## config.mk

```make
export PLATFORM = sky130hd
export DESIGN_NAME = filetime_to_calendar_date_core
export DESIGN_NICKNAME = d
export VERILOG_FILES = /design/src/fcd_pkg.sv /design/src/filetime_to_calendar_date_core.sv /design/src/fcd_serial_div.sv /design/src/fcd_calendar.sv
export SDC_FILE = /design/constraint.sdc
export NUM_CORES = 1
export LEC_CHECK = 0
export BUFFER_PORTS_ARGS = -buffer_cell sky130_fd_sc_hd__buf_2
export CAP_MARGIN = 25
export CORE_AREA = 2 2 196 160
export CTS_CLUSTER_SIZE = 24
export DETAILED_ROUTE_END_ITERATION = 8
export DIE_AREA = 0 0 198 162
export PLACE_DENSITY_LB_ADDON = 0.2
export SYNTH_ARGS = -nofsm -noshare
export SYNTH_HDL_FRONTEND = slang
export SYNTH_SLANG_ARGS = --single-unit
```

## constraint.sdc

```tcl
create_clock -name clk_i -period 4.05 [get_ports clk_i]
set_input_delay 0.405 -clock clk_i [delete_from_list [all_inputs] [get_ports clk_i]]
set_output_delay 0.405 -clock clk_i [all_outputs]
set_load 0.01 [all_outputs]
```

## src/fcd_pkg.sv

```systemverilog
// Shared constants, codes, control structs and the month table of the date converter.
package fcd_pkg;

  // Calendar and time constants.
  localparam logic [23:0] TICKS_PER_SEC = 24'd10000000;
  localparam logic [15:0] BASE_YEAR     = 16'd1601;
  localparam logic [17:0] DAYS_1Y       = 18'd365;
  localparam logic [17:0] DAYS_4Y       = 18'd1461;
  localparam logic [17:0] DAYS_100Y     = 18'd36524;
  localparam logic [23:0] DAYS_400Y     = 24'd146097;

  // Division passes of the serial divider, in the order they run.
  localparam logic [2:0] PASS_TICK = 3'd0;  // ticks to whole seconds
  localparam logic [2:0] PASS_SEC  = 3'd1;  // remainder is the second
  localparam logic [2:0] PASS_MIN  = 3'd2;  // remainder is the minute
  localparam logic [2:0] PASS_HOUR = 3'd3;  // remainder is the hour
  localparam logic [2:0] PASS_ERA  = 3'd4;  // 400-year periods

  typedef struct packed {
    logic       start;
    logic [2:0] pass;
  } div_cmd_t;

  typedef struct packed {
    logic done;
  } div_sts_t;

  typedef struct packed {
    logic        start;
    logic [17:0] days;
    logic [15:0] year;
  } cal_cmd_t;

  typedef struct packed {
    logic done;
  } cal_sts_t;

  // Divisor of each pass.
  function automatic logic [23:0] pass_divisor(input logic [2:0] pass);
    logic [23:0] d;
    unique case (pass)
      PASS_TICK: d = TICKS_PER_SEC;
      PASS_SEC:  d = 24'd60;
      PASS_MIN:  d = 24'd60;
      PASS_HOUR: d = 24'd24;
      PASS_ERA:  d = DAYS_400Y;
      default:   d = TICKS_PER_SEC;
    endcase
    return d;
  endfunction

  // Number of dividend bits each pass has to shift through.
  function automatic logic [6:0] pass_bits(input logic [2:0] pass);
    logic [6:0] n;
    unique case (pass)
      PASS_TICK: n = 7'd64;
      PASS_SEC:  n = 7'd41;
      PASS_MIN:  n = 7'd35;
      PASS_HOUR: n = 7'd30;
      PASS_ERA:  n = 7'd25;
      default:   n = 7'd64;
    endcase
    return n;
  endfunction

  // Month length for a zero-based month index, February set by the leap flag.
  function automatic logic [4:0] month_len(input logic [3:0] idx, input logic leap);
    logic [4:0] len;
    unique case (idx) inside
      4'd1:                      len = leap ? 5'd29 : 5'd28;
      4'd3, 4'd5, 4'd8, 4'd10:   len = 5'd30;
      default:                   len = 5'd31;
    endcase
    return len;
  endfunction

endpackage

```

## src/filetime_to_calendar_date_core.sv

```systemverilog
// Top level: tick count to calendar date and time of day, with stream handshakes.
//
// Usage:
//   The slave channel takes one 64-bit count of 100 ns ticks since 1601-01-01.
//   The master channel returns one item per input: year, month, day of month,
//   hour, minute and whole second. The fraction of a second is dropped.
//   Work runs through one divider that retires one quotient bit per cycle:
//   passes by 10^7, 60, 60, 24 and 146097 shift through 64, 41, 35, 30 and
//   25 dividend bits. The calendar stage then steps through at
//   most 3 centuries, 24 four-year periods, 3 years and 12 months.
//   A result is offered once the bit-serial divider and the calendar stepper
//   are done; the next item can be accepted in the cycle the result is offered.
//   One item is in work at a time. s_axis_tready is high while the block is
//   waiting for an item, also while a finished result still waits in the
//   output register. If the receiver stalls, the next result waits in the
//   calendar stage until the output register frees, and the block holds.
//   Reset empties the output register and returns all sequencers to idle.
module filetime_to_calendar_date_core
  import fcd_pkg::*;
(
  input  logic        clk_i,
  input  logic        rst_ni,
  input  logic        s_axis_tvalid,
  output logic        s_axis_tready,
  input  logic [63:0] s_axis_tdata,   // [63:0] tick_count
  output logic        m_axis_tvalid,
  input  logic        m_axis_tready,
  output logic [47:0] m_axis_tdata    // [15:0] year, [19:16] month,
                                      // [24:20] day_of_month, [29:25] hour,
                                      // [35:30] minute, [41:36] second
);

  localparam logic [1:0] S_IDLE = 2'd0;
  localparam logic [1:0] S_DIV  = 2'd1;
  localparam logic [1:0] S_CAL  = 2'd2;
  localparam logic [1:0] S_WAIT = 2'd3;

  logic [1:0]  st_q;
  logic [2:0]  pass_q;
  logic [5:0]  sec_q, min_q;
  logic [4:0]  hour_q;
  logic [41:0] out_q;
  logic        out_valid_q;

  div_cmd_t    div_cmd;
  div_sts_t    div_sts;
  logic [63:0] div_quo;
  logic [23:0] div_rem;
  cal_cmd_t    cal_cmd;
  cal_sts_t    cal_sts;
  logic [15:0] cal_year;
  logic [3:0]  cal_month;
  logic [4:0]  cal_day;

  logic        in_acc;
  logic        out_free;
  logic        div_next;
  logic        era_done;
  logic [16:0] era_year;

  assign s_axis_tready = (st_q == S_IDLE);
  assign in_acc        = s_axis_tvalid && s_axis_tready;
  assign out_free      = !out_valid_q || m_axis_tready;
  assign div_next      = (st_q == S_DIV) && div_sts.done && (pass_q != PASS_ERA);
  assign era_done      = (st_q == S_DIV) && div_sts.done && (pass_q == PASS_ERA);

  // Divider commands: the first pass on acceptance, the rest back to back.
  always_comb begin
    div_cmd.start = in_acc || div_next;
    div_cmd.pass  = in_acc ? PASS_TICK : (pass_q + 3'd1);
  end

  // Year at the start of the 400-year period.
  assign era_year = 17'(div_quo[7:0]) * 17'd400 + 17'(BASE_YEAR);

  always_comb begin
    cal_cmd.start = era_done;
    cal_cmd.days  = div_rem[17:0];
    cal_cmd.year  = era_year[15:0];
  end

  fcd_serial_div u_div (
    .clk_i  (clk_i),
    .rst_ni (rst_ni),
    .cmd_i  (div_cmd),
    .tick_i (s_axis_tdata),
    .sts_o  (div_sts),
    .quo_o  (div_quo),
    .rem_o  (div_rem)
  );

  fcd_calendar u_cal (
    .clk_i   (clk_i),
    .rst_ni  (rst_ni),
    .cmd_i   (cal_cmd),
    .sts_o   (cal_sts),
    .year_o  (cal_year),
    .month_o (cal_month),
    .day_o   (cal_day)
  );

  // Time-of-day fields from the divider remainders.
  always_ff @(posedge clk_i) begin
    if (st_q == S_DIV && div_sts.done) begin
      case (pass_q)
        PASS_SEC:  sec_q  <= div_rem[5:0];
        PASS_MIN:  min_q  <= div_rem[5:0];
        PASS_HOUR: hour_q <= div_rem[4:0];
        default: ;
      endcase
    end
  end

  // Item sequencer.
  always_ff @(posedge clk_i or negedge rst_ni) begin
    if (!rst_ni) begin
      st_q   <= S_IDLE;
      pass_q <= PASS_TICK;
    end else begin
      unique case (st_q)
        S_IDLE: begin
          if (in_acc) begin
            st_q   <= S_DIV;
            pass_q <= PASS_TICK;
          end
        end
        S_DIV: begin
          if (div_next) pass_q <= pass_q + 3'd1;
          if (era_done) st_q   <= S_CAL;
        end
        S_CAL: begin
          if (cal_sts.done) st_q <= S_WAIT;
        end
        S_WAIT: begin
          if (out_free) st_q <= S_IDLE;
        end
        default: st_q <= S_IDLE;
      endcase
    end
  end

  // Output register.
  always_ff @(posedge clk_i) begin
    if (st_q == S_WAIT && out_free) begin
      out_q <= {sec_q, min_q, hour_q, cal_day, cal_month, cal_year};
    end
  end

  always_ff @(posedge clk_i or negedge rst_ni) begin
    if (!rst_ni) begin
      out_valid_q <= 1'b0;
    end else if (st_q == S_WAIT && out_free) begin
      out_valid_q <= 1'b1;
    end else if (m_axis_tready) begin
      out_valid_q <= 1'b0;
    end
  end

  assign m_axis_tvalid = out_valid_q;
  assign m_axis_tdata  = {6'd0, out_q};

  // Divider completions arrive only while the sequencer runs the passes.
  a_div_done: assert property (@(posedge clk_i) disable iff (!rst_ni)
    div_sts.done |-> st_q == S_DIV)
    else $error("divider done outside division passes");

  // Calendar completions arrive only while the calendar stage is running.
  a_cal_done: assert property (@(posedge clk_i) disable iff (!rst_ni)
    cal_sts.done |-> st_q == S_CAL)
    else $error("calendar done outside calendar stage");

  // The pass index stays within the list of passes.
  a_pass_rng: assert property (@(posedge clk_i) disable iff (!rst_ni)
    st_q == S_DIV |-> pass_q <= PASS_ERA)
    else $error("division pass out of range");

  // A new result appears only as the wait state hands it over.
  a_out_src: assert property (@(posedge clk_i) disable iff (!rst_ni)
    $rose(m_axis_tvalid) |-> $past(st_q) == S_WAIT)
    else $error("result shown without a finished item");

endmodule

```

## src/fcd_serial_div.sv

```systemverilog
// Restoring divider by constant divisors, one quotient bit per cycle.
module fcd_serial_div
  import fcd_pkg::*;
(
  input  logic        clk_i,
  input  logic        rst_ni,
  input  div_cmd_t    cmd_i,
  input  logic [63:0] tick_i,
  output div_sts_t    sts_o,
  output logic [63:0] quo_o,
  output logic [23:0] rem_o
);

  logic [63:0] dv_q, dv_d;
  logic [24:0] rem_q, rem_d;
  logic [6:0]  cnt_q;
  logic        busy_q;
  logic        done_q;
  logic [2:0]  pass_q;

  logic [23:0] divisor;
  logic [24:0] cand;
  logic        ge;
  logic [6:0]  shamt;

  assign divisor = pass_divisor(pass_q);
  assign shamt   = 7'd64 - pass_bits(cmd_i.pass);

  // One restoring step: shift in the next dividend bit and try the subtract.
  always_comb begin
    cand  = {rem_q[23:0], dv_q[63]};
    ge    = cand >= {1'b0, divisor};
    rem_d = ge ? (cand - {1'b0, divisor}) : cand;
    dv_d  = {dv_q[62:0], ge};
  end

  // Datapath: load the dividend left-aligned, then step until the count runs out.
  always_ff @(posedge clk_i) begin
    if (cmd_i.start) begin
      dv_q   <= (cmd_i.pass == PASS_TICK) ? tick_i : (dv_q << shamt);
      rem_q  <= '0;
      pass_q <= cmd_i.pass;
    end else if (busy_q) begin
      dv_q  <= dv_d;
      rem_q <= rem_d;
    end
  end

  // Control: step counter and completion flag.
  always_ff @(posedge clk_i or negedge rst_ni) begin
    if (!rst_ni) begin
      cnt_q  <= '0;
      busy_q <= 1'b0;
      done_q <= 1'b0;
    end else if (cmd_i.start) begin
      cnt_q  <= pass_bits(cmd_i.pass);
      busy_q <= 1'b1;
      done_q <= 1'b0;
    end else if (busy_q) begin
      cnt_q <= cnt_q - 7'd1;
      if (cnt_q == 7'd1) begin
        busy_q <= 1'b0;
        done_q <= 1'b1;
      end
    end else begin
      done_q <= 1'b0;
    end
  end

  assign sts_o.done = done_q;
  assign quo_o      = dv_q;
  assign rem_o      = rem_q[23:0];

endmodule

```

## src/fcd_calendar.sv

```systemverilog
// Year, month and day from the days left in a 400-year period, by stepped subtraction.
module fcd_calendar
  import fcd_pkg::*;
(
  input  logic        clk_i,
  input  logic        rst_ni,
  input  cal_cmd_t    cmd_i,
  output cal_sts_t    sts_o,
  output logic [15:0] year_o,
  output logic [3:0]  month_o,
  output logic [4:0]  day_o
);

  localparam logic [2:0] C_IDLE = 3'd0;
  localparam logic [2:0] C_CENT = 3'd1;
  localparam logic [2:0] C_QUAD = 3'd2;
  localparam logic [2:0] C_YEAR = 3'd3;
  localparam logic [2:0] C_MON  = 3'd4;

  logic [2:0]  st_q;
  logic [17:0] days_q;
  logic [15:0] year_q;
  logic [4:0]  cnt_q;
  logic [1:0]  b_q;
  logic [4:0]  c_q;
  logic [3:0]  mon_q;
  logic [4:0]  day_q;
  logic        done_q;

  logic [17:0] step_days;
  logic [4:0]  step_limit;
  logic [15:0] step_year;
  logic        take;
  logic        leap;
  logic [4:0]  mlen;

  // Period length, cap and year increment of the current stage.
  always_comb begin
    unique case (st_q)
      C_CENT:  begin step_days = DAYS_100Y; step_limit = 5'd3;  step_year = 16'd100; end
      C_QUAD:  begin step_days = DAYS_4Y;   step_limit = 5'd24; step_year = 16'd4;   end
      default: begin step_days = DAYS_1Y;   step_limit = 5'd3;  step_year = 16'd1;   end
    endcase
    take = (days_q >= step_days) && (cnt_q < step_limit);
  end

  // The year is 1601 + 400a + 100b + 4c + d; it is a leap year when d is 3,
  // unless c is 24 too, which makes it a century year that is leap only for b of 3.
  assign leap = (cnt_q[1:0] == 2'd3) && ((c_q != 5'd24) || (b_q == 2'd3));
  assign mlen = month_len(mon_q, leap);

  always_ff @(posedge clk_i) begin
    unique case (st_q)
      C_IDLE: begin
        if (cmd_i.start) begin
          days_q <= cmd_i.days;
          year_q <= cmd_i.year;
        end
      end
      C_CENT, C_QUAD, C_YEAR: begin
        if (take) begin
          days_q <= days_q - step_days;
          year_q <= year_q + step_year;
        end
        if (!take && st_q == C_CENT) b_q <= cnt_q[1:0];
        if (!take && st_q == C_QUAD) c_q <= cnt_q;
      end
      C_MON: begin
        if (days_q < {13'd0, mlen}) begin
          mon_q <= mon_q + 4'd1;
          day_q <= days_q[4:0] + 5'd1;
        end else if (mon_q == 4'd11) begin
          // Past the end of the year: saturate to December 31.
          mon_q <= 4'd12;
          day_q <= 5'd31;
        end else begin
          days_q <= days_q - {13'd0, mlen};
          mon_q  <= mon_q + 4'd1;
        end
      end
      default: ;
    endcase
    if (st_q == C_YEAR && !take) mon_q <= 4'd0;
  end

  // Stage sequencing and the step counter; the counter keeps the single years
  // through the month scan for the leap test.
  always_ff @(posedge clk_i or negedge rst_ni) begin
    if (!rst_ni) begin
      st_q   <= C_IDLE;
      cnt_q  <= '0;
      done_q <= 1'b0;
    end else begin
      done_q <= 1'b0;
      unique case (st_q)
        C_IDLE: begin
          if (cmd_i.start) begin
            st_q  <= C_CENT;
            cnt_q <= '0;
          end
        end
        C_CENT, C_QUAD: begin
          if (take) begin
            cnt_q <= cnt_q + 5'd1;
          end else begin
            cnt_q <= '0;
            st_q  <= st_q + 3'd1;
          end
        end
        C_YEAR: begin
          if (take) cnt_q <= cnt_q + 5'd1;
          else      st_q  <= C_MON;
        end
        C_MON: begin
          if ((days_q < {13'd0, mlen}) || (mon_q == 4'd11)) begin
            st_q   <= C_IDLE;
            done_q <= 1'b1;
          end
        end
        default: st_q <= C_IDLE;
      endcase
    end
  end

  assign sts_o.done = done_q;
  assign year_o     = year_q;
  assign month_o    = mon_q;
  assign day_o      = day_q;

  // The quadrennial count never passes its cap.
  a_quad_cap: assert property (@(posedge clk_i) disable iff (!rst_ni)
    st_q == C_QUAD |-> cnt_q <= 5'd24)
    else $error("four-year count past its cap");

  // Completion comes only out of the month scan.
  a_done_src: assert property (@(posedge clk_i) disable iff (!rst_ni)
    done_q |-> $past(st_q) == C_MON)
    else $error("calendar done outside month scan");

  // A result month is always a real month.
  a_month_rng: assert property (@(posedge clk_i) disable iff (!rst_ni)
    done_q |-> (mon_q >= 4'd1) && (mon_q <= 4'd12))
    else $error("month out of range");

endmodule

```

* After elaboration in Yosys (flattened, before gate mapping)
Cells that the tools add are included.
** Word-level totals
- Flip-flop bits (word level) :: 224
- Input port bits :: 68
- Logic and storage cells :: 179
** Cells by class
- $add $sub $neg :: 12
- Multiply operators :: 1
- Magnitude comparators :: 4
- Equality and inequality tests :: 44
- Shifts and indexed selects :: 1
- Multiplexer cells :: 53
- Reduce and logical (&&, ||, !) cells :: 42
** Operators by type and width (number)
- two-way mux 64 bit :: 3
- two-way mux 18 bit :: 4
- one-hot mux 24 bit (3 select lines) :: 1
- one-hot mux 16 bit (2 select lines) :: 2
- left shift 64 x 7 -> 64 bit :: 1
- one-hot mux 18 bit (3 select lines) :: 1
- two-way mux 16 bit :: 2
- two-way mux 5 bit :: 6
- one-hot mux 7 bit (4 select lines) :: 1
- >= comparator 25 x 24 -> 1 bit :: 1
- equality test 3 x 2 -> 1 bit (second input constant) :: 8
- two-way mux 24 bit :: 1
- subtractor 24 bit :: 1
- two-way mux 3 bit :: 7
- >= comparator 18 x 16 -> 1 bit :: 1
- < comparator 18 x 5 -> 1 bit :: 1
- subtractor 18 x 16 -> 18 bit :: 1
- subtractor 18 x 5 -> 18 bit :: 1
- adder 16 x 11 -> 16 bit (second input constant) :: 1
- adder 16 x 7 -> 16 bit :: 1
- inequality test 2 bit (second input constant) :: 8
- one-hot mux 5 bit (3 select lines) :: 1
- two-way mux 7 bit :: 2
- one-hot mux 7 bit (2 select lines) :: 1
- other kinds (40) :: 100

* Logic depth before layout (Yosys ltp)
- Depth after elaboration :: 9
- Mapped depth :: 20
- Depth with buffers taken out :: 17

* Cells and area by module
From an unflattened synthesis, not the netlist that was laid out.
** Second synthesis, totals
- Cells, all modules :: 1945
- Area total of the unflattened synthesis :: 17698.2 sq um
** By module, submodules not included
- fcd_serial_div :: instances 1, cells an instance 1245, area each 10244.8 sq um, seq. area each 2717.6 sq um
- fcd_calendar :: instances 1, cells an instance 493, area each 4364.2 sq um, seq. area each 1686.6 sq um
- filetime_to_calendar_date_core :: instances 1, cells an instance 207, area each 3089.2 sq um, seq. area each 1921.8 sq um

* Least setup slack after synthesis
No wires, ideal clock.
- Path type :: reg2reg
- Start point :: register u_cal.st_q[0]
- End point :: register u_cal.days_q[0], enable pin
- Setup time :: 416 ps
- Arrival time :: 4106 ps
- Path slack :: -472 ps
- Cell stages (with the launch flop) :: 16
- Buffers on the path :: 1
- Clock period less this slack :: 4522 ps
- Cells stage by stage :: dfrtp_1 -> inv_1 -> ha_1 -> o21bai_2 -> inv_1 -> clkbuf_1 -> ha_1 -> o211a_1 -> o22ai_1 -> o221ai_1 -> nand3_1 -> a31oi_1 -> o31ai_4 -> nor2_1 -> a21oi_1 -> nor3_1
** On the way
- Longest elaborated chain between the ends :: 6
- Elaborated cells between the ends (all ways) :: 17
** Ends and longest elaborated chain
- start: declaration :: RTL line fcd_calendar.sv:20 : logic [2:0] st_q;
- start signal: assignment :: RTL line fcd_calendar.sv:107 : st_q <= st_q + 3'd1;
- equality test 3 x 2 -> 1 bit or equality test 3 x 1 -> 1 bit (tied branches) :: RTL line fcd_calendar.sv:39, fcd_calendar.sv:53
- one-hot mux 16 bit (2 select lines) or two-way mux 5 bit (tied branches) :: RTL line fcd_calendar.sv:39 : unique case (st_q)
- >= comparator 18 x 16 -> 1 bit or < comparator 5 bit (tied branches) :: RTL line fcd_calendar.sv:44 : take = (days_q >= step_days) && (cnt_q < step_limit);
- logical AND 1 bit :: RTL line fcd_calendar.sv:44
- inequality test 2 x 1 -> 1 bit (no line)
- AND reduction 5 bit (no line) *
- end signal: assignment :: RTL line fcd_calendar.sv:56 : days_q <= cmd_i.days;
- end signal: assignment :: RTL line fcd_calendar.sv:62 : days_q <= days_q - step_days;
- end signal: assignment :: RTL line fcd_calendar.sv:77 : days_q <= days_q - {13'd0, mlen};
- end: declaration :: RTL line fcd_calendar.sv:21 : logic [17:0] days_q;
Every way passes the cells marked *; elsewhere a longest branch is shown, timed or not.
A chain may end at the register's enable or synchronous reset.

* Worst setup path after layout
- Start point :: register pass_q[0]
- End point :: register u_div.dv_q[50], in the netlist u_div.quo_o[50] (data pin)
** On the way
- Longest elaborated chain between the ends :: 8
- Elaborated cells between the ends (all ways) :: 15
** Ends and longest elaborated chain
- start: declaration :: RTL line filetime_to_calendar_date_core.sv:39 : logic [2:0] pass_q;
- start signal: assignment :: RTL line filetime_to_calendar_date_core.sv:128 : if (div_next) pass_q <= pass_q + 3'd1;
- adder 3 x 1 -> 3 bit :: RTL line filetime_to_calendar_date_core.sv:70 : div_cmd.pass = in_acc ? PASS_TICK : (pass_q + 3'd1);
- two-way mux 3 bit :: RTL line filetime_to_calendar_date_core.sv:70
- equality test 3 bit (tied with other cells) :: RTL line fcd_pkg.sv:55 : unique case (pass)
- one-hot mux 7 bit (4 select lines) :: RTL line fcd_pkg.sv:55
- subtractor 7 bit :: RTL line fcd_serial_div.sv:27 : assign shamt = 7'd64 - pass_bits(cmd_i.pass);
- left shift 64 x 7 -> 64 bit :: RTL line fcd_serial_div.sv:40 : dv_q <= (cmd_i.pass == PASS_TICK) ? tick_i : (dv_q << shamt);
- two-way mux 64 bit :: RTL line fcd_serial_div.sv:40
- two-way mux 64 bit * :: RTL line fcd_serial_div.sv:39 : if (cmd_i.start) begin
- end signal: assignment :: RTL line fcd_serial_div.sv:40
- end signal: assignment :: RTL line fcd_serial_div.sv:44 : dv_q <= dv_d;
- end: declaration :: RTL line fcd_serial_div.sv:14 : logic [63:0] dv_q, dv_d;
Marked as above.

==> run metrics <==
Data arrival, critical path=roughly 4.3 ns; critical-path cell list=ha_1, ha_1, and3b_4, nor3_4, buf_4, buf_12, mux4_2, a221oi_4, buf_4, a21oi_1, a21oi_1, buf_4, a211oi_2, a221o_1; worst slack, placed=-0.161 ns; worst r2r src=pass_q[0]$_DFFE_PN0P_; Total Routed Length=~59000 um; max incr delay on CP=0.58 ns; worst path buffer plus inverter count=4; Syn Std Cell Area=16600 sq um; Unique masters post-synth=a little under 100; outcome=complete, no violations; Crit path max-delay family=compound AO/OA/AOI/OAI gates; final worst setup slack=between 0.04 and 0.05 ns; # DRC=0; first-pass iteration count of the detailed router=6; site row count=57; CP startpoint kind=register; Worst Tran Pin Value=between 0.9 and 1 ns; period utilization=between 90% and 100%; P&R area growth vs syn=17.1%; crit-path most repeated cell=buf_4; DP HPWL=between 40000 and 50000 um; setup TNS=0 ns; IO Pins=118; Nets=2095; EDFF count, synth=172; Yosys warning count=0; post-DR wirelength/cell=about 25 um; # port buffers=roughly 110; Critical Path End Type=register; clock buffer depth=3; Worst Setup SP=pass_q[0]$_DFFE_PN0P_; Hold Fails Final Rpt=0; cell taking the most area after synthesis=edfxtp_1; worst min-delay path category=input pin to register; later-pin clock latency in the skew report=~0.55 ns; worst rel slew slack=38.1%; CTS root buf=clkbuf_16; Yosys top cell area share=31.0%; DR iter-0 viols=approximately 2100; Via Count=between 15000 and 20000; Die H=roughly 160 um; largest net degree at the start of global routing=56; Overflow after GRT=0; final setup fails=0; CTS Buf Count=25; Max Clk Rate=approximately 250 MHz; slowest CP cell=mux4_2; first-pass GRT wire length=88400 um; Antenna Nets Post-Route=0; Critical Path RT=~4.3 ns; Max Cap Viol=0; Initial Utilization=a little under three fifths; Die Width=198 um; synthesized flop and latch total=between 200 and 250; register area share after synthesis=between 30% and 40%; skew final=about 0.013 ns; Mapped Cells=1753; clock-pin slew on the worst setup and hold paths=about 0.070 ns; initial antenna violation count=1; crit path kind=register to register; Synth area leaders=edfxtp_1 (31%), ha_1 (6.3%), mux2i_1 (6.3%), nand2_1 (4.0%), o21ai_0 (3.9%); CTS tree=done; layout cell share with drive strength beyond 1=20.2%; Hold Crit Start=s_axis_tdata[35]; GPL Wtd Cong=about 1.1; Max Slew Vio Count=0; H-tree depth=1; RSZ-0062 raised after global routing=false; syn avg cell area=9.49 sq um; core area=roughly 30000 sq um; CP max FO=20; total die area=between 30000 and 40000 sq um; vias per inst=roughly 6.6; post-layout min period=4.01 ns; Tot GR Track Use=between 30% and 40%; top_reg_cell synth=edfxtp_1; vias in the first global route=14424; ANT cells=0; CTS Sinks=224; fraction of registers with async set/reset=around 11%
[layer usage]
| layer | global-route usage (%) | vias up | part of all wire, % |
|---|---|---|---|
| li1 | - | 7023 | - |
| met1 | 55.5 | 7538 | 44 |
| met2 | 50.3 | 960 | 40 |
| met3 | 11.0 | 116 | 13 |
| met4 | 9.74 | 0 | 3.0 |
| met5 | 0 | - | 0 |
[cell usage in the layout (no fill, tap or decap), types with 7 or more instances in the layout]
master and count:
mux2_2 9, dfxtp_1 27, a211oi_1 26, o211ai_1 8
and2_1 20, xor2_1 30, a31oi_1 18, nand2_1 179
a221oi_1 23, a22oi_1 37, a21oi_1 122, nor2_1 148
ha_1 83, o21ai_1 8, o22ai_1 25, nor3b_1 7
buf_2 112, nand4_1 7, o21ai_0 128, nand3_1 51
buf_4 143, a221o_1 16, xnor2_1 41, mux4_2 23
and3_1 17, o221ai_1 17, mux2i_1 99, dfrtp_1 24
a21o_1 13, or2_2 9, buf_12 7, inv_1 45
edfxtp_1 172, nand2b_1 19, o31ai_1 11, nor2b_1 14
a22o_1 7, clkbuf_16 26, o21a_1 10, nor3_1 25
[registers in the layout, summed over array words and instances (netlist names), 2 cells and up]
name / count
u_cal.c_q: 5
u_cal.b_q: 2
out_q: 42
u_cal.days_q: 18
min_q: 6
u_cal.day_o: 5
u_div.cnt_q: 7
u_cal.year_o: 16
u_cal.st_q: 3
sec_q: 6
u_cal.month_o: 4
pass_q: 3
st_q: 2
u_div.pass_q: 3
u_div.quo_o: 64
hour_q: 5
u_cal.cnt_q: 5
u_div.rem_q: 24
[path summary, 6_finish.rpt]
kind	end	cells after the start	slack, ns
max in group asynchronous	u_div.busy_q$_DFF_PN0_	2	3.18
hold / removal	u_div.quo_o[35]$_DFFE_PP_	3	0.16
setup reg to reg	u_div.quo_o[50]$_DFFE_PP_	14	0.04
min in group asynchronous	u_cal.cnt_q[0]$_DFFE_PN0P_	2	0.42
setup / recovery	u_div.quo_o[50]$_DFFE_PP_	14	0.04
hold reg to reg	out_q[31]$_DFFE_PP_	0	0.41
[cell type report]
type | count | area (sq um)
Inverter | 48 | 180
Fill cell | 2433 | 10500
Multi-Input combinational cell | 1373 | 9760
Clock buffer | 27 | 653
Sequential cell | 224 | 6330
Clock inverter | 18 | 179
Timing Repair Buffer | 267 | 1860
Tap cell | 413 | 517
[kinds of logic after synthesis]
kind of cell / after synthesis / synth area share, %
adder cells (fa/ha/maj): 92 / 7.04
flip-flops: 224 / 38.0
multiplexers: 141 / 10.8
buffers and inverters: 161 / 4.44
AO/OA/AOI/OAI: 525 / 20.7
AND/OR/NAND/NOR: 535 / 15.0
other: 1 / 0.0225
XOR/XNOR: 74 / 4.09
[tightest hold or removal path: cells and delay by family]
family	cells	cell delay, ns
AOI/OAI and AO/OA	2	0.12
buffers and inverters	1	0.08
[per-stage QoR]
step	hold WS, ns	instances	area (sq um)	util, %
after CTS	0.141	2364	19300	64.3
after global routing	0.162	2370	19500	64.9
after global placement	0.401	2312	18400	61.2
after detailed placement	0.405	2314	18400	61.2
after floorplan	0.109	1758	16700	-
final	0.157	2370	19500	64.9
[synth_stat cells, drive strengths merged (17+ instances only)]
| library cell | count |
|---|---|
| nand2 | 179 |
| edfxtp | 172 |
| nor2 | 152 |
| o21ai | 137 |
| a21oi | 125 |
| mux2i | 105 |
| ha | 84 |
| clkbuf | 72 |
| nand3 | 51 |
| inv | 46 |
| xnor2 | 42 |
| buf | 41 |
| a22oi | 38 |
| xor2 | 31 |
| nor3 | 29 |
| dfxtp | 28 |
| a211oi | 27 |
| mux4 | 27 |
| a221oi | 26 |
| o22ai | 26 |
| dfrtp | 24 |
| and2 | 21 |
| a31oi | 20 |
| nand2b | 19 |
| and3 | 17 |
| o221ai | 17 |
[repair_timing]
action / CTS / global route
resized for setup: 2 / 22
endpoints found under the setup margin: 6 / 59
hold buffers: 1 / 0
pin swaps: 1 / 0
endpoints found under the hold margin: 24 / 0
cloned: 1 / 1
setup buffers: 3 / 4
Power is left out: the tool's default activity adds up to more than one toggle a clock period on the data nets, which glitch-free logic cannot reach.
